==> src/rtl/vpc_pkg.sv <==
// Shared types and constants for the trapezoidal velocity profiler.
// Used by the configuration register file, the step datapath and the top level.
// No dependencies.
package vpc_pkg;

    localparam int VEL_W     = 32;  // signed Q16.16 velocity
    localparam int UQ_W      = 31;  // unsigned Q15.16 velocity or distance
    localparam int GAIN_W    = 24;  // unsigned Q8.16 gain
    localparam int ERR_W     = 18;  // accumulated velocity error
    localparam int CFG_IDX_W = 3;
    localparam int CFG_DAT_W = 32;

    localparam logic [ERR_W-1:0] ERR_CAP = ERR_W'(196608);  // 3.0 in Q2.16

    localparam logic OP_START = 1'b0;
    localparam logic OP_STEP  = 1'b1;

    localparam logic [CFG_IDX_W-1:0] REG_MAX_VELOCITY   = 3'd0;
    localparam logic [CFG_IDX_W-1:0] REG_MIN_VELOCITY   = 3'd1;
    localparam logic [CFG_IDX_W-1:0] REG_ACCEL_KP       = 3'd2;
    localparam logic [CFG_IDX_W-1:0] REG_ACCEL_KI       = 3'd3;
    localparam logic [CFG_IDX_W-1:0] REG_DECEL_GAIN     = 3'd4;
    localparam logic [CFG_IDX_W-1:0] REG_DECEL_START    = 3'd5;
    localparam logic [CFG_IDX_W-1:0] REG_STOP_DISTANCE  = 3'd6;

    typedef enum logic [1:0] {
        PH_ACCEL = 2'd0,
        PH_CONST = 2'd1,
        PH_DECEL = 2'd2
    } t_phase;

    typedef struct packed {
        logic [UQ_W-1:0]   max_velocity;
        logic [UQ_W-1:0]   min_velocity;
        logic [GAIN_W-1:0] accel_prop_gain;
        logic [GAIN_W-1:0] accel_integral_gain;
        logic [GAIN_W-1:0] decel_distance_gain;
        logic [UQ_W-1:0]   decel_start_distance;
        logic [UQ_W-1:0]   stop_distance;
    } t_cfg;

    typedef struct packed {
        t_phase            motion_phase;
        logic [ERR_W-1:0]  error_sum;
        logic [VEL_W-1:0]  decel_entry_speed;
    } t_state;

endpackage

==> src/rtl/vpc_cfg_regs.sv <==
// Configuration register file of the velocity profiler.
// Depends on vpc_pkg for the register indexes and the t_cfg struct.
module vpc_cfg_regs import vpc_pkg::*; (
    input  logic                 i_clk,
    input  logic                 i_rst_n,
    input  logic                 i_cfg_valid,
    input  logic [CFG_IDX_W-1:0] i_cfg_index,
    input  logic [CFG_DAT_W-1:0] i_cfg_data,
    output logic                 o_cfg_ready,
    output t_cfg                 o_cfg
);

    t_cfg r_cfg;
    t_cfg n_cfg;

    assign o_cfg_ready = 1'b1;
    assign o_cfg       = r_cfg;

    always_comb begin
        n_cfg = r_cfg;
        if (i_cfg_valid) begin
            unique case (i_cfg_index)
                REG_MAX_VELOCITY:  n_cfg.max_velocity         = i_cfg_data[UQ_W-1:0];
                REG_MIN_VELOCITY:  n_cfg.min_velocity         = i_cfg_data[UQ_W-1:0];
                REG_ACCEL_KP:      n_cfg.accel_prop_gain      = i_cfg_data[GAIN_W-1:0];
                REG_ACCEL_KI:      n_cfg.accel_integral_gain  = i_cfg_data[GAIN_W-1:0];
                REG_DECEL_GAIN:    n_cfg.decel_distance_gain  = i_cfg_data[GAIN_W-1:0];
                REG_DECEL_START:   n_cfg.decel_start_distance = i_cfg_data[UQ_W-1:0];
                REG_STOP_DISTANCE: n_cfg.stop_distance        = i_cfg_data[UQ_W-1:0];
                default:           n_cfg = r_cfg;
            endcase
        end
    end

    always_ff @(posedge i_clk) begin
        if (!i_rst_n) begin
            r_cfg.max_velocity         <= UQ_W'(32768);
            r_cfg.min_velocity         <= UQ_W'(6554);
            r_cfg.accel_prop_gain      <= GAIN_W'(32768);
            r_cfg.accel_integral_gain  <= GAIN_W'(45875);
            r_cfg.decel_distance_gain  <= GAIN_W'(196608);
            r_cfg.decel_start_distance <= UQ_W'(6554);
            r_cfg.stop_distance        <= UQ_W'(1966);
        end else begin
            r_cfg <= n_cfg;
        end
    end

endmodule

==> config.mk <==
export PLATFORM = sky130hd
export DESIGN_NAME = vpc_cfg_regs
export DESIGN_NICKNAME = d
export VERILOG_FILES = /design/src/rtl/vpc_pkg.sv /design/src/rtl/vpc_cfg_regs.sv
export SDC_FILE = /design/constraint.sdc
export NUM_CORES = 1
export LEC_CHECK = 0
export BUFFER_PORTS_ARGS = -buffer_cell sky130_fd_sc_hd__buf_2
export CAP_MARGIN = 20
export CELL_PAD_IN_SITES_DETAIL_PLACEMENT = 0
export CELL_PAD_IN_SITES_GLOBAL_PLACEMENT = 1
export CORE_ASPECT_RATIO = 0.9
export CORE_UTILIZATION = 41
export DETAILED_ROUTE_END_ITERATION = 8
export PLACE_DENSITY = 0.91
export SLEW_MARGIN = 30
export SYNTH_ARGS = -nofsm -noshare
export SYNTH_HDL_FRONTEND = slang
export SYNTH_SLANG_ARGS = --single-unit
==> constraint.sdc <==
create_clock -name i_clk -period 3.58 [get_ports i_clk]
set_input_delay 0.716 -clock i_clk [delete_from_list [all_inputs] [get_ports i_clk]]
set_output_delay 0.716 -clock i_clk [all_outputs]
set_load 0.02 [all_outputs]
==> reports/summary.txt <==
Die area: 18600 µm²
Worst Path Required: 3930 ps
Clk pwr share: 0.415
Mapped cell area: 7380 µm²
Initial antenna violation count: 0
Footprint of the multi-input gates: 3130 µm²
Post-synth top area share: 0.531
Warning count from the yosys run: 0
Number of library cell types mapped by synthesis: 14
Pwr/cell area: 480 nW/µm²
Iter 0 DRT Violations: 195
RD Place Congestion: 0.755
Post-synthesis mux area share: 0.266
Final setup fails: 0
Core area: 17600 µm²
Async SR Flop Fraction: 0
Syn avg cell area: 10.5 µm²
GRT Total Usage: 0.202
Critical path launch point type: primary input
Xor/xnor share of the synthesized area: 0
Kind of critical path: primary input to flip-flop
Largest net degree at the start of global routing: 80
Finished Core Util: 0.525
Leak pwr: 4.71 nW
Largest family of logic cells by synthesized area: multiplexers
DRC: 0
Register area: 3920 µm²
Final Slew Violations: 0
Sequential fraction of the synthesis area: 0.531
Initial Util: 0.419
Worst skew pair latency: 420 ps
Setup TNS: 0 ps
DRT antenna net count: 0
Setup Buffers After CTS: 0
Io pins: 235
Max FO, Critical Path: 16
Post-DP HPWL: 12.7 mm
Gr ovfl total: 0
Number of flops mapped to enable cells by yosys: 0
Fraction of layout cells with a size suffix above 1: 0.303
CTS clk-pin slew, worst paths: 70 ps
Largest cells by area after synthesis: dfxtp_1 (53%), mux2i_1 (27%), nand2_1 (9.8%)
Area Overhead vs Synth: 25.2%
DRT Wirelength: 18.6 mm
Layout Nets: 951
Post-synthesis register bit count: 196
ANT cells: 0
Crit path time final: 1840 ps
HP Class: flip-flop to flip-flop
Row cnt: 46
Number of fill cells: 1657
Max-cap violations: 0
Dpl cells: 1134
Fin Clk Skew: 0 ps
Die span in x: 143 µm
Sw frac: 0.237
Slew headroom: 0.539
Comb power frac: 0.078
Synth Area in Compound Gates: 0
Cell taking the most area after synthesis: dfxtp_1
Switching power: 1.05 mW
Die H: 129 µm
Seq pwr share: 0.508
IO Port Bufs: 232
RSZ-0062 raised after global routing: false
H-tree lvl count: 4
Total CTS buffers: 17
Actual slew at the worst max-slew pin: 691 ps
First-pass GRT wire length: 28.5 mm
Simple-gate share of the synthesized area: 0.157
Synth Instances: 700
Status: complete, no violations
Drt first pass iters: 4
Hold buffer count at CTS: 0
Final Hold Viols: 0
Vias: 5447
Routed len/inst: 16.0 µm
CTS tree: built
CP arrival: 2190 ps
Final std cells w/o fill: 1164
FMAX: 544 MHz
Critical path capture point type: flip-flop
Internal power: 3.38 mW
Longest Clk Path Bufs: 2
Clock sinks: 196
Top cells by count, synth: dfxtp_1 (196), mux2i_1 (196), nand2_1 (192)
Worst IR Drop VDD: 342 µV
Fin Hold WS: 453 ps
Vias per Instance: 4.68
PostCTS Resize Cnt: 0
Vias in the first global route: 5199
Post-Synth Adder-Cell Area: 0
Period utilization: 0.514
Main synth FF type: dfxtp_1
Synthesized Nets: 738
Root Driver: clkbuf_16
Max reg flops: 196
critical path, stage by stage:
cell      delay (ps)
buf_2            180
and4bb_2         790
buf_12           270
mux2i_1          220
final cells by class:
type	instances	share of cell area
Clock inverter	6	0.00745
Tap cell	240	0.0325
Clock buffer	24	0.0532
Multi-Input combinational cell	450	0.339
Timing Repair Buffer	248	0.143
Sequential cell	196	0.425
final timing paths:
path	end	cells past startpoint	slack, ps	startpoint
max	o_cfg[134]	4	1740	i_cfg_index[2]
min reg2reg	o_cfg[194]	2	450	o_cfg[194]
max reg2reg	o_cfg[63]	2	2920	o_cfg[63]
min	o_cfg[194]	2	450	o_cfg[194]
layout by cell type (no fill, tap or decap), types with 2 or more instances in the layout:
cell type,n
buf_2,231
dfxtp_1,196
inv_6,3
nor2b_1,51
and4b_1,2
mux2i_1,196
clkbuf_1,3
nand2_1,192
buf_4,13
and4bb_2,2
clkbuf_8,4
buf_12,3
clkbuf_16,17
nand4b_1,3
nand4bb_2,2
kinds of logic (layout without fill, tap and decap cells):
family / after synthesis / count (layout)
buf+inv: 54 / 278
flops: 196 / 196
mux: 196 / 196
other cells: 1 / 1
simple gates: 253 / 253
layer usage:
| metal | up-vias | share of wire | global-route usage | wire length, µm |
|---|---|---|---|---|
| met5 | - | 0 | 0 | 0 |
| met4 | 0 | 0.011 | 0.0576 | 214 |
| met1 | 2558 | 0.46 | 0.256 | 8630 |
| met2 | 157 | 0.45 | 0.320 | 8420 |
| li1 | 2719 | - | - | - |
| met3 | 13 | 0.074 | 0.0754 | 1380 |
power groups by stage:
stage / clock network (mW) / registers, mW / logic (mW)
6_report: 1.84 / 2.25 / 0.345
5_1_grt: 1.98 / 2.26 / 0.372
4_1_cts: 1.88 / 2.25 / 0.348
3_5_place_dp: 0 / 2.30 / 0.347
3_3_place_gp: 0 / 2.30 / 0.345
2_1_floorplan: 0 / 2.36 / 0.170
metrics by stage:
stage,cell area [µm²],worst slack (ps),total power [mW]
after floorplan,7380,1900,2.53
after global placement,8680,1280,2.64
after detailed placement,8680,1330,2.65
after CTS,9240,1760,4.48
after global routing,9240,1690,4.61
final,9240,1740,4.44
Power figures use the tool's default switching activity.
